## src/design/pca_pkg.sv

```systemverilog
// Shared types and constants for the Pearson correlation accumulator.
// No dependencies.
`timescale 1ns / 1ps

package pca_pkg;

    localparam int DEF_MAX_MEMBERS = 64;
    localparam int DEF_SAMPLE_BITS = 16;
    localparam int DEF_OP_W        = 2 * DEF_SAMPLE_BITS + 2 * 7 + 1;

    localparam int SAMPLE_W  = 16;
    localparam int CORR_W    = 16;
    localparam int CORR_FRAC = 14;
    localparam int ONE_Q14   = 1 << CORR_FRAC;
    localparam int QUOT_W    = 2 * CORR_FRAC + 3;
    localparam int ROOT_W    = CORR_FRAC + 2;

    typedef struct packed {
        logic signed [SAMPLE_W-1:0] ref_sample;
        logic signed [SAMPLE_W-1:0] field_sample;
        logic                       last_member;
    } pca_in_t;

    typedef struct packed {
        logic signed [CORR_W-1:0] correlation;
        logic                     undefined_flag;
    } pca_out_t;

endpackage

```

## src/design/pca_mul.sv

```systemverilog
// Shift-add serial multiplier, one multiplier bit per cycle, unsigned operands.
// Depends on pca_pkg for the default operand width.
`timescale 1ns / 1ps

module pca_mul #(
    parameter int OP_W = pca_pkg::DEF_OP_W
) (
    input  logic              aclk,
    input  logic              aresetn,
    input  logic              start,
    input  logic [OP_W-1:0]   op_a,
    input  logic [OP_W-1:0]   op_b,
    output logic              done,
    output logic [2*OP_W-1:0] product
);

    logic              busy_reg, busy_next;
    logic [2*OP_W-1:0] acc_reg, acc_next;
    logic [2*OP_W-1:0] mcand_reg, mcand_next;
    logic [OP_W-1:0]   mplier_reg, mplier_next;

    always_comb begin
        busy_next   = busy_reg;
        acc_next    = acc_reg;
        mcand_next  = mcand_reg;
        mplier_next = mplier_reg;
        done        = busy_reg && (mplier_reg == '0);
        if (start) begin
            busy_next   = 1'b1;
            acc_next    = '0;
            mcand_next  = (2*OP_W)'(op_a);
            mplier_next = op_b;
        end else if (busy_reg) begin
            if (mplier_reg == '0) begin
                busy_next = 1'b0;
            end else begin
                if (mplier_reg[0]) begin
                    acc_next = acc_reg + mcand_reg;
                end
                mcand_next  = mcand_reg << 1;
                mplier_next = mplier_reg >> 1;
            end
        end
    end

    always_ff @(posedge aclk) begin
        if (!aresetn) begin
            busy_reg <= 1'b0;
        end else begin
            busy_reg <= busy_next;
        end
    end

    always_ff @(posedge aclk) begin
        acc_reg    <= acc_next;
        mcand_reg  <= mcand_next;
        mplier_reg <= mplier_next;
    end

    assign product = acc_reg;

endmodule

```

## src/design/pearson_correlation_accumulator_top.sv

```systemverilog
// Top level of the Pearson correlation accumulator: sums, sequencer, divide, root.
// Depends on pca_pkg and pca_mul.
`timescale 1ns / 1ps
//
// Usage:
//   s_ channel takes one sample pair per item (reference, field, last flag).
//   m_ channel returns one item per series, on the pair marked last:
//   correlation in signed Q1.14 and undefined_flag for a zero variance.
//   A non-last pair is accepted, then accumulated with one SAMPLE_BITS x
//   SAMPLE_BITS multiplier used three times. Pairs past MAX_MEMBERS are
//   dropped, though a last one among them still closes the series.
//   A last pair adds the finish: 8 products on the serial multiplier with
//   operand width OP_W = 2*SAMPLE_BITS + 2*clog2(MAX_MEMBERS+1) + 1,
//   then a 31-bit restoring divide and a 16-bit square root.
//   s_ready is high only while the block is idle.
//   The result sits in an output register; a new series is accepted while it
//   waits. If the receiver stalls, the next finished result holds until the
//   register frees up.
//   Reset clears the sums, the count and the output valid.

module pearson_correlation_accumulator_top #(
    parameter int MAX_MEMBERS = pca_pkg::DEF_MAX_MEMBERS,
    parameter int SAMPLE_BITS = pca_pkg::DEF_SAMPLE_BITS
) (
    input  logic              aclk,
    input  logic              aresetn,
    input  logic              s_valid,
    output logic              s_ready,
    input  pca_pkg::pca_in_t  s_data,
    output logic              m_valid,
    input  logic              m_ready,
    output pca_pkg::pca_out_t m_data
);

    import pca_pkg::*;

    localparam int XW    = SAMPLE_BITS;
    localparam int NW    = $clog2(MAX_MEMBERS + 1);
    localparam int SXW   = XW + NW;
    localparam int SQW   = 2 * XW + NW;
    localparam int CW    = 2 * XW + 2 * NW + 1;
    localparam int PW    = 2 * CW;
    localparam int CNT_W = $clog2(QUOT_W);
    localparam int SRW   = ROOT_W + 4;

    localparam logic [2:0] S_IDLE = 3'd0;
    localparam logic [2:0] S_ACC  = 3'd1;
    localparam logic [2:0] S_MUL  = 3'd2;
    localparam logic [2:0] S_DIV  = 3'd3;
    localparam logic [2:0] S_SQRT = 3'd4;
    localparam logic [2:0] S_OUT  = 3'd5;

    logic [2:0]              state_reg, state_next;
    logic [CNT_W-1:0]        cnt_reg, cnt_next;
    logic                    issued_reg, issued_next;
    logic                    last_reg, last_next;
    logic signed [XW-1:0]    x_reg, x_next, y_reg, y_next;
    logic signed [2*XW-1:0]  prod_reg, prod_next;
    logic [NW-1:0]           count_reg, count_next;
    logic signed [SXW-1:0]   sx_reg, sx_next, sy_reg, sy_next;
    logic signed [SQW-1:0]   sxy_reg, sxy_next, sxx_reg, sxx_next, syy_reg, syy_next;
    logic signed [CW-1:0]    tmp_reg, tmp_next, cov_reg, cov_next;
    logic signed [CW-1:0]    vx_reg, vx_next, vy_reg, vy_next;
    logic [PW-1:0]           p_reg, p_next, rem_reg, rem_next;
    logic                    c2lsb_reg, c2lsb_next;
    logic [QUOT_W-1:0]       quot_reg, quot_next;
    logic [2*ROOT_W-1:0]     src_reg, src_next;
    logic [SRW-1:0]          srem_reg, srem_next;
    logic [ROOT_W-1:0]       root_reg, root_next;
    pca_out_t                res_reg, res_next;
    logic                    m_valid_reg, m_valid_next;
    pca_out_t                m_data_reg, m_data_next;

    logic [XW-1:0]           x_bits, y_bits;
    logic signed [XW-1:0]    ma, mb;
    logic signed [2*XW-1:0]  acc_mul;
    logic signed [CW-1:0]    opa_s, opb_s, pm, pv;
    logic [CW-1:0]           opa_mag, opb_mag;
    logic                    neg_prod;
    logic                    mul_start, mul_done;
    logic [PW-1:0]           mul_prod;
    logic                    var_bad;
    logic [PW:0]             div_sh, div_diff;
    logic                    div_ge;
    logic [SRW-1:0]          sq_sh, sq_trial;
    logic                    sq_ge;
    logic [ROOT_W:0]         qsum;
    logic [CORR_W-1:0]       qmag, qclamp;

    assign x_bits  = XW'(32'(unsigned'(s_data.ref_sample)));
    assign y_bits  = XW'(32'(unsigned'(s_data.field_sample)));

    assign ma      = (cnt_reg[1:0] == 2'd2) ? y_reg : x_reg;
    assign mb      = (cnt_reg[1:0] == 2'd1) ? x_reg : y_reg;
    assign acc_mul = ma * mb;

    always_comb begin
        case (cnt_reg[2:0])
            3'd0: begin
                opa_s = signed'(CW'(count_reg));
                opb_s = CW'(sxy_reg);
            end
            3'd1: begin
                opa_s = CW'(sx_reg);
                opb_s = CW'(sy_reg);
            end
            3'd2: begin
                opa_s = signed'(CW'(count_reg));
                opb_s = CW'(sxx_reg);
            end
            3'd3: begin
                opa_s = CW'(sx_reg);
                opb_s = CW'(sx_reg);
            end
            3'd4: begin
                opa_s = signed'(CW'(count_reg));
                opb_s = CW'(syy_reg);
            end
            3'd5: begin
                opa_s = CW'(sy_reg);
                opb_s = CW'(sy_reg);
            end
            3'd6: begin
                opa_s = vx_reg;
                opb_s = vy_reg;
            end
            default: begin
                opa_s = cov_reg;
                opb_s = cov_reg;
            end
        endcase
    end

    assign opa_mag  = opa_s[CW-1] ? unsigned'(-opa_s) : unsigned'(opa_s);
    assign opb_mag  = opb_s[CW-1] ? unsigned'(-opb_s) : unsigned'(opb_s);
    assign neg_prod = opa_s[CW-1] ^ opb_s[CW-1];
    assign pm       = signed'(mul_prod[CW-1:0]);
    assign pv       = neg_prod ? -pm : pm;
    assign var_bad  = vx_reg[CW-1] || (vx_reg == '0) || vy_reg[CW-1] || (vy_reg == '0);

    pca_mul #(
        .OP_W (CW)
    ) u_mul (
        .aclk    (aclk),
        .aresetn (aresetn),
        .start   (mul_start),
        .op_a    (opa_mag),
        .op_b    (opb_mag),
        .done    (mul_done),
        .product (mul_prod)
    );

    assign div_sh   = {rem_reg, (cnt_reg == '0) ? c2lsb_reg : 1'b0};
    assign div_ge   = div_sh >= {1'b0, p_reg};
    assign div_diff = div_sh - {1'b0, p_reg};

    assign sq_sh    = {srem_reg[SRW-3:0], src_reg[2*ROOT_W-1 -: 2]};
    assign sq_trial = SRW'({root_reg, 2'b01});
    assign sq_ge    = sq_sh >= sq_trial;

    always_comb begin
        state_next   = state_reg;
        cnt_next     = cnt_reg;
        issued_next  = issued_reg;
        last_next    = last_reg;
        x_next       = x_reg;
        y_next       = y_reg;
        prod_next    = prod_reg;
        count_next   = count_reg;
        sx_next      = sx_reg;
        sy_next      = sy_reg;
        sxy_next     = sxy_reg;
        sxx_next     = sxx_reg;
        syy_next     = syy_reg;
        tmp_next     = tmp_reg;
        cov_next     = cov_reg;
        vx_next      = vx_reg;
        vy_next      = vy_reg;
        p_next       = p_reg;
        rem_next     = rem_reg;
        c2lsb_next   = c2lsb_reg;
        quot_next    = quot_reg;
        src_next     = src_reg;
        srem_next    = srem_reg;
        root_next    = root_reg;
        res_next     = res_reg;
        m_valid_next = m_valid_reg;
        m_data_next  = m_data_reg;
        mul_start    = 1'b0;
        qsum         = '0;
        qmag         = '0;
        qclamp       = '0;

        if (m_valid_reg && m_ready) begin
            m_valid_next = 1'b0;
        end

        case (state_reg)
            S_IDLE: begin
                if (s_valid) begin
                    x_next    = signed'(x_bits);
                    y_next    = signed'(y_bits);
                    last_next = s_data.last_member;
                    cnt_next  = '0;
                    if (count_reg < NW'(MAX_MEMBERS)) begin
                        state_next = S_ACC;
                    end else if (s_data.last_member) begin
                        state_next  = S_MUL;
                        issued_next = 1'b0;
                    end
                end
            end
            S_ACC: begin
                cnt_next = cnt_reg + CNT_W'(1);
                case (cnt_reg[1:0])
                    2'd0: begin
                        prod_next  = acc_mul;
                        sx_next    = sx_reg + SXW'(x_reg);
                        sy_next    = sy_reg + SXW'(y_reg);
                        count_next = count_reg + NW'(1);
                    end
                    2'd1: begin
                        sxy_next  = sxy_reg + SQW'(prod_reg);
                        prod_next = acc_mul;
                    end
                    2'd2: begin
                        sxx_next  = sxx_reg + SQW'(prod_reg);
                        prod_next = acc_mul;
                    end
                    default: begin
                        syy_next = syy_reg + SQW'(prod_reg);
                        cnt_next = '0;
                        if (!last_reg) begin
                            state_next = S_IDLE;
                        end else if (count_reg == NW'(1)) begin
                            res_next.correlation    = CORR_W'(ONE_Q14);
                            res_next.undefined_flag = 1'b0;
                            state_next              = S_OUT;
                        end else begin
                            issued_next = 1'b0;
                            state_next  = S_MUL;
                        end
                    end
                endcase
            end
            S_MUL: begin
                if (!issued_reg) begin
                    if ((cnt_reg[2:0] == 3'd6) && var_bad) begin
                        res_next.correlation    = '0;
                        res_next.undefined_flag = 1'b1;
                        state_next              = S_OUT;
                    end else begin
                        mul_start   = 1'b1;
                        issued_next = 1'b1;
                    end
                end else if (mul_done) begin
                    issued_next = 1'b0;
                    cnt_next    = cnt_reg + CNT_W'(1);
                    case (cnt_reg[2:0])
                        3'd0:    tmp_next = pv;
                        3'd1:    cov_next = tmp_reg - pv;
                        3'd2:    tmp_next = pv;
                        3'd3:    vx_next  = tmp_reg - pv;
                        3'd4:    tmp_next = pv;
                        3'd5:    vy_next  = tmp_reg - pv;
                        3'd6:    p_next   = mul_prod;
                        default: begin
                            rem_next   = mul_prod >> 1;
                            c2lsb_next = mul_prod[0];
                            cnt_next   = '0;
                            state_next = S_DIV;
                        end
                    endcase
                end
            end
            S_DIV: begin
                rem_next  = div_ge ? div_diff[PW-1:0] : div_sh[PW-1:0];
                quot_next = {quot_reg[QUOT_W-2:0], div_ge};
                cnt_next  = cnt_reg + CNT_W'(1);
                if (cnt_reg == CNT_W'(QUOT_W - 1)) begin
                    src_next   = (2*ROOT_W)'(quot_next);
                    srem_next  = '0;
                    root_next  = '0;
                    cnt_next   = '0;
                    state_next = S_SQRT;
                end
            end
            S_SQRT: begin
                srem_next = sq_ge ? (sq_sh - sq_trial) : sq_sh;
                root_next = {root_reg[ROOT_W-2:0], sq_ge};
                src_next  = src_reg << 2;
                cnt_next  = cnt_reg + CNT_W'(1);
                if (cnt_reg == CNT_W'(ROOT_W - 1)) begin
                    qsum   = {1'b0, root_next} + (ROOT_W+1)'(1);
                    qmag   = CORR_W'(qsum[ROOT_W:1]);
                    qclamp = (qmag > CORR_W'(ONE_Q14)) ? CORR_W'(ONE_Q14) : qmag;
                    res_next.correlation    = cov_reg[CW-1] ? -signed'(qclamp)
                                                            : signed'(qclamp);
                    res_next.undefined_flag = 1'b0;
                    cnt_next                = '0;
                    state_next              = S_OUT;
                end
            end
            S_OUT: begin
                if (!m_valid_reg || m_ready) begin
                    m_data_next  = res_reg;
                    m_valid_next = 1'b1;
                    count_next   = '0;
                    sx_next      = '0;
                    sy_next      = '0;
                    sxy_next     = '0;
                    sxx_next     = '0;
                    syy_next     = '0;
                    state_next   = S_IDLE;
                end
            end
            default: begin
                state_next = S_IDLE;
            end
        endcase
    end

    always_ff @(posedge aclk) begin
        if (!aresetn) begin
            state_reg   <= S_IDLE;
            cnt_reg     <= '0;
            issued_reg  <= 1'b0;
            m_valid_reg <= 1'b0;
            count_reg   <= '0;
            sx_reg      <= '0;
            sy_reg      <= '0;
            sxy_reg     <= '0;
            sxx_reg     <= '0;
            syy_reg     <= '0;
        end else begin
            state_reg   <= state_next;
            cnt_reg     <= cnt_next;
            issued_reg  <= issued_next;
            m_valid_reg <= m_valid_next;
            count_reg   <= count_next;
            sx_reg      <= sx_next;
            sy_reg      <= sy_next;
            sxy_reg     <= sxy_next;
            sxx_reg     <= sxx_next;
            syy_reg     <= syy_next;
        end
    end

    always_ff @(posedge aclk) begin
        last_reg   <= last_next;
        x_reg      <= x_next;
        y_reg      <= y_next;
        prod_reg   <= prod_next;
        tmp_reg    <= tmp_next;
        cov_reg    <= cov_next;
        vx_reg     <= vx_next;
        vy_reg     <= vy_next;
        p_reg      <= p_next;
        rem_reg    <= rem_next;
        c2lsb_reg  <= c2lsb_next;
        quot_reg   <= quot_next;
        src_reg    <= src_next;
        srem_reg   <= srem_next;
        root_reg   <= root_next;
        res_reg    <= res_next;
        m_data_reg <= m_data_next;
    end

    assign s_ready = (state_reg == S_IDLE);
    assign m_valid = m_valid_reg;
    assign m_data  = m_data_reg;

endmodule

```

## config.mk

```make
export PLATFORM = sky130hd
export DESIGN_NAME = pearson_correlation_accumulator_top
export DESIGN_NICKNAME = d
export VERILOG_FILES = /design/src/design/pca_pkg.sv /design/src/design/pca_mul.sv /design/src/design/pearson_correlation_accumulator_top.sv
export SDC_FILE = /design/constraint.sdc
export NUM_CORES = 2
export LEC_CHECK = 0
export BUFFER_PORTS_ARGS = -buffer_cell sky130_fd_sc_hd__buf_2
export CAP_MARGIN = 0
export CORE_AREA = 2 2 342 344
export CTS_CLUSTER_DIAMETER = 150
export DETAILED_ROUTE_END_ITERATION = 7
export DIE_AREA = 0 0 344 346
export GPL_TIMING_DRIVEN = 0
export PLACE_DENSITY_LB_ADDON = 0.05
export RECOVER_POWER = 50
export SETUP_SLACK_MARGIN = 0.15
export SLEW_MARGIN = 15
export SYNTH_ARGS = -nofsm -noshare
export SYNTH_HDL_FRONTEND = slang
export SYNTH_SLANG_ARGS = --single-unit
```

## constraint.sdc

```tcl
create_clock -name aclk -period 12.4 [get_ports aclk]
set_input_delay 0 -clock aclk [delete_from_list [all_inputs] [get_ports aclk]]
set_output_delay 0 -clock aclk [all_outputs]
set_load 0.01 [all_outputs]
```

; After elaboration in Yosys (flattened, before gate mapping)
; Cells that the tools add are included.
[totals]
input_bits = 37
elab_cells = 236
output_inout_bits = 19
reg_bits = 988
[classes]
bitwise = 3
addsub = 16
mul = 1
n_lt_le_gt_ge = 4
mux = 90
n_reduce_logical = 49
eq_ne = 39
[op_table]
columns = op, n
row1 = 47-bit two-way mux, 9
row2 = 94-bit two-way mux, 4
row3 = 47-bit case mux with 6 select lines, 1
row4 = 39-bit case mux with 2 select lines, 3
row5 = 47-bit case mux with 4 select lines, 1
row6 = 94-bit case mux with 2 select lines, 1
row7 = 39-bit two-way mux, 4
row8 = 47-bit zero test, 3
row9 = 47-bit negation, 3
row10 = 39-bit by 32-bit adder with 39-bit output, 3
row11 = 17-bit two-way mux, 6
row12 = 95-bit by 94-bit >= comparator with 1-bit output, 1
row13 = 94-bit adder, 1
row14 = 94-bit subtractor, 1
row15 = 23-bit case mux with 2 select lines, 2
row16 = 16-bit two-way mux, 5
row17 = 23-bit two-way mux, 3
row18 = 32-bit case mux with 2 select lines, 1
row19 = 17-bit case mux with 3 select lines, 1
row20 = 47-bit subtractor, 1
row21 = 23-bit by 16-bit adder with 23-bit output, 2
row22 = 3-bit two-way mux, 13
row23 = 18-bit two-way mux, 2
row24 = 2-bit != test (second input constant), 18
row25 = 49 further kinds, 113

; Logic depth before layout (Yosys ltp)
[logic_depth]
ltp_word = 10
ltp_mapped = 39
mapped_depth_nobuf = 31

; Hierarchy
; From an unflattened synthesis, not the netlist that was laid out.
[hier_totals]
cells_unflattened = 8209
hier_area_um2 = 74980.7
[by_module_without_submodules]
columns = mod, area_each_um2, n_inst, cells_each, seq_area_each_um2
row1 = pearson_correlation_accumulator_top, 60237.8, 1, 6592, 20779.9
row2 = pca_mul, 14742.9, 1, 1617, 5665.4

; Worst setup path before layout
; OpenSTA, ideal clock, no wires.
[synth_timing]
path_type = reg-to-reg
start = register cnt_reg[0]
end = register prod_reg[30] (data pin)
setup_slack_ns = 3.214
t_arrival_ns = 8.929
t_required_ns = 12.142
path_buffers = 8
synth_period_minus_slack_ns = 9.186
stages_incl_launch_ff = 35
setup_time_ns = 0.258
path_cell_list = dfxtp_1 > inv_1 > ha_1 > buf_2 > buf_2 > buf_1 > clkbuf_1 > clkbuf_1 > buf_2 > buf_1 > clkbuf_1 > mux2i_1 > nor2_1 > fa_1 > inv_1 > fa_1 > fa_1 > fa_1 > inv_1 > fa_1 > inv_1 > fa_1 > inv_1 > ha_1 > a21oi_1 > nor2b_1 > o41ai_1 > o32ai_1 > o21ai_0 > o21ai_0 > nor4_1 > nor3_1 > a21o_1 > a21oi_1 > xnor2_1
[synth_between]
elab_chain_cells = 3
elab_cells_between_ends = 5
classes_between = mul (1) / eq/ne (2) / mux (2)
[synth_lines]
columns = item, line_no
row1 = start: declaration, pearson_correlation_accumulator_top.sv:54  ; logic [CNT_W-1:0] cnt_reg, cnt_next;
row2 = start signal: assignment, pearson_correlation_accumulator_top.sv:337  ; cnt_reg <= cnt_next;
row3 = 2-bit equality test or 2-bit by 1-bit equality test with 1-bit output (tied branches), "pearson_correlation_accumulator_top.sv:93, pearson_correlation_accumulator_top.sv:94"
row4 = 16-bit two-way mux (on tied branches), "pearson_correlation_accumulator_top.sv:93, pearson_correlation_accumulator_top.sv:94"
row5 = 16-bit by 16-bit multiplier with 32-bit output *, pearson_correlation_accumulator_top.sv:95  ; assign acc_mul = ma * mb;
row6 = net acc_mul[30], pearson_correlation_accumulator_top.sv:76  ; logic signed [2*XW-1:0] acc_mul;
row7 = end signal: assignment, pearson_correlation_accumulator_top.sv:353  ; prod_reg <= prod_next;
row8 = end: declaration, pearson_correlation_accumulator_top.sv:58  ; logic signed [2*XW-1:0] prod_reg, prod_next;
; Mark *: on every way through the listed nets, which the timed path passes. The rest lies on a longest branch.
; A chain may end at the register's enable or synchronous reset.

; Worst setup path after layout
; Same ends and word-level chain as after synthesis.

==> out/results.tsv <==
metric	value	unit
timing.rr.end	prod_reg[30]	
antenna_found_initial	12	
critPathCaptureType	register	
grt_max_degree	50	
numCtsBuffers	110	
synth_compound_area_share	18.2	%
async_flop_share	0	%
postSynthAreaPerCell	8.93	um^2
coreArea	115000	um^2
yosysTopAreaCellShare	26.8	%
crit_start	cnt_reg[0]	
slew_headroom	-53.3	%
grt_overflow	0	
place_ws	-0.245	ns
routed_wl	254	mm
initial_core_util	64.5	%
hold_class	in -> reg	
min_period_over_period	97.2	%
fin_nets	9418	
yosys.area.top_type	edfxtp_1	
cts.sink_count	988	
die_area	119000	um^2
num_rows	125	
synth_top_family_by_area	compound AO/OA/AOI/OAI gates	
maxSlewViolCount	250	
synth_ff_type	edfxtp_1	
syn2layout_area_growth	9.22	%
grt_pass1_wl	377	mm
reg2reg_slack	0.35	ns
htree_levels	3	
numPortBuffers	55	
cp-start-kind	register	
cp_max_fo	19	
yosys.area_share.simple	15.7	%
slowest_delay	0.78	ns
cp_data_arrival_time	12.47	ns
mostFrequentLayoutCell	nand2_1	
drive_above_1_share	4.67	%
cap_violations	12	
finalCriticalPeriod	12.05	ns
fin_ws	0.352	ns
insertion_delay	0.77	ns
dp_hpwl	197	mm
grtUsageTotal	41.7	%
ys_top_cells_by_area	edfxtp_1 27%, dfxtp_1 8.7%, ha_1 8.5%	
ys_seq_elements	988	
syn_area	74500	um^2
ctsLongestPathBuffers	3	
fmax	0.0830	GHz
ctsRootBufferMaster	clkbuf_16	
synthMuxAreaShare	2.95	%
skew	0.0472	ns
synth_seq_area_share	35.5	%
clkSlewWorstSetupHoldPaths	0.06	ns
most-common-layout-cells	952 x nand2_1, 831 x nor2_1, 749 x a21oi_1	
vias	66934	
hold_viol	0	
fillers	9157	
avgViaCountPerCell	6.54	
setup_viol	0	
drcViolationCount	0	
dr.pass1.iters	7	
io_pins	56	
tightestPinTransition	2.27	ns
grt_pass1_vias	62548	
violations	max-capacitance violations, max-slew violations	
synthDistinctLibCells	99	
syn_inst	8342	
rsz0062_at_grt	false	
drt-initial-drc-count	8758	
worst-r2r-cell-count	35	
synth-edff-count	666	
endpoint	prod_reg[30]	
gp_congestion	1.07	
die_x	344	um
synth_fa_ha_area_share	15.8	%
yosysWarningCount	0	
synth_xor_xnor_area_share	6.45	%
crit_type	reg -> reg	
cpMostUsedCell	fa_1	
routedWlPerCell	24.8	um
syn_nets	9157	
crit_required	12.82	ns
slowest_stage	o32ai_1	
die_h	346	um
status	complete, but fails checks	
r2r_start	cnt_reg[0]	
ant_nets	0	
cts_tree	yes	
==> metrics by stage <==
stage / area (um^2) / hold slack, ns / instances / utilization, % / setup TNS [ns]
floorplan: 74500 / 0.0989 / 8342 / - / 0
global placement: 76700 / 0.176 / 9921 / 66.4 / -352.06
detailed placement: 77200 / 0.178 / 9948 / 66.9 / -0.245
CTS: 81700 / 0.0773 / 10226 / 70.7 / 0
global route: 81400 / 0.200 / 10225 / 70.5 / 0
finish: 81400 / 0.202 / 10229 / 70.5 / 0
==> worst max-delay path, delay by kind of cell, from the launching register on <==
kind	cells	cell delay [ns]
AOI/OAI and AO/OA	7	1.95
adders and majority gates	8	3.60
muxes	1	0.73
buffers and inverters	12	3.35
and+or+nand+nor	6	1.01
xor gates and xnor gates	1	0.67
DFF	1	0.40
==> final cells by class <==
| class | instances | area (um^2) | share of cell area [%] |
|---|---|---|---|
| Sequential cell | 988 | 26400 | 32.5 |
| Timing Repair Buffer | 150 | 1170 | 1.44 |
| Inverter | 662 | 2480 | 3.05 |
| Tap cell | 1524 | 1910 | 2.34 |
| Buffer | 372 | 1500 | 1.84 |
| Antenna cell | 4 | 10.0 | 0.0123 |
| Clock buffer | 148 | 3070 | 3.77 |
| Clock inverter | 62 | 678 | 0.833 |
| Multi-Input combinational cell | 6319 | 44100 | 54.2 |
==> worst min-delay path by stage <==
stage,depth (start not counted),start,endpoint,slack (ns)
after floorplan,0,s_data[0],last_reg,0.1
after global placement,1,s_data[20],x_reg[3],0.18
after detailed placement,1,s_data[23],x_reg[6],0.18
after CTS,2,s_data[0],last_reg,0.08
after global routing,2,s_data[0],last_reg,0.20
final,4,m_ready,m_valid,0.20
==> cells in the mapped netlist, types with 86 or more instances <==
cell,number
a22oi_1,131
a21o_1,220
nor2_1,831
a31oi_1,90
o21bai_1,86
fa_1,270
mux2i_1,131
nor3_1,121
nand4_1,111
xor2_1,197
dfxtp_1,322
inv_1,661
ha_1,508
nand2_1,952
nand3_1,108
xnor2_1,352
a21oi_1,749
edfxtp_1,666
clkbuf_1,307
nor2b_1,88
o21ai_0,451
==> what timing repair did <==
action | CTS | global route
hold buffers | 68 | 0
endpoints found under the setup margin | 2 | 3
gates resized for setup | 5 | 2
endpoints found under the hold margin | 63 | 0
setup buffers | 0 | 0
==> per-layer routing <==
metal	GRT usage [%]	part of all wire, %	vias to the layer above
met5	0	0.044	-
met4	16.3	4.4	16
met3	12.0	14	707
met2	61.3	42	4002
met1	58.0	40	32220
li1	-	-	29989
==> logic make-up (layout without fill, tap and decap cells) <==
logic type	Yosys count	count (layout)
xor+xnor	549	549
flops	988	988
other cells	0	4
buf+inv	1035	1394
compound gates	2188	2188
simple gates	2594	2594
fa+ha+maj	778	778
mux	210	210
Power is left out: the tool's default activity adds up to more than one toggle a clock period on the data nets, which glitch-free logic cannot reach.
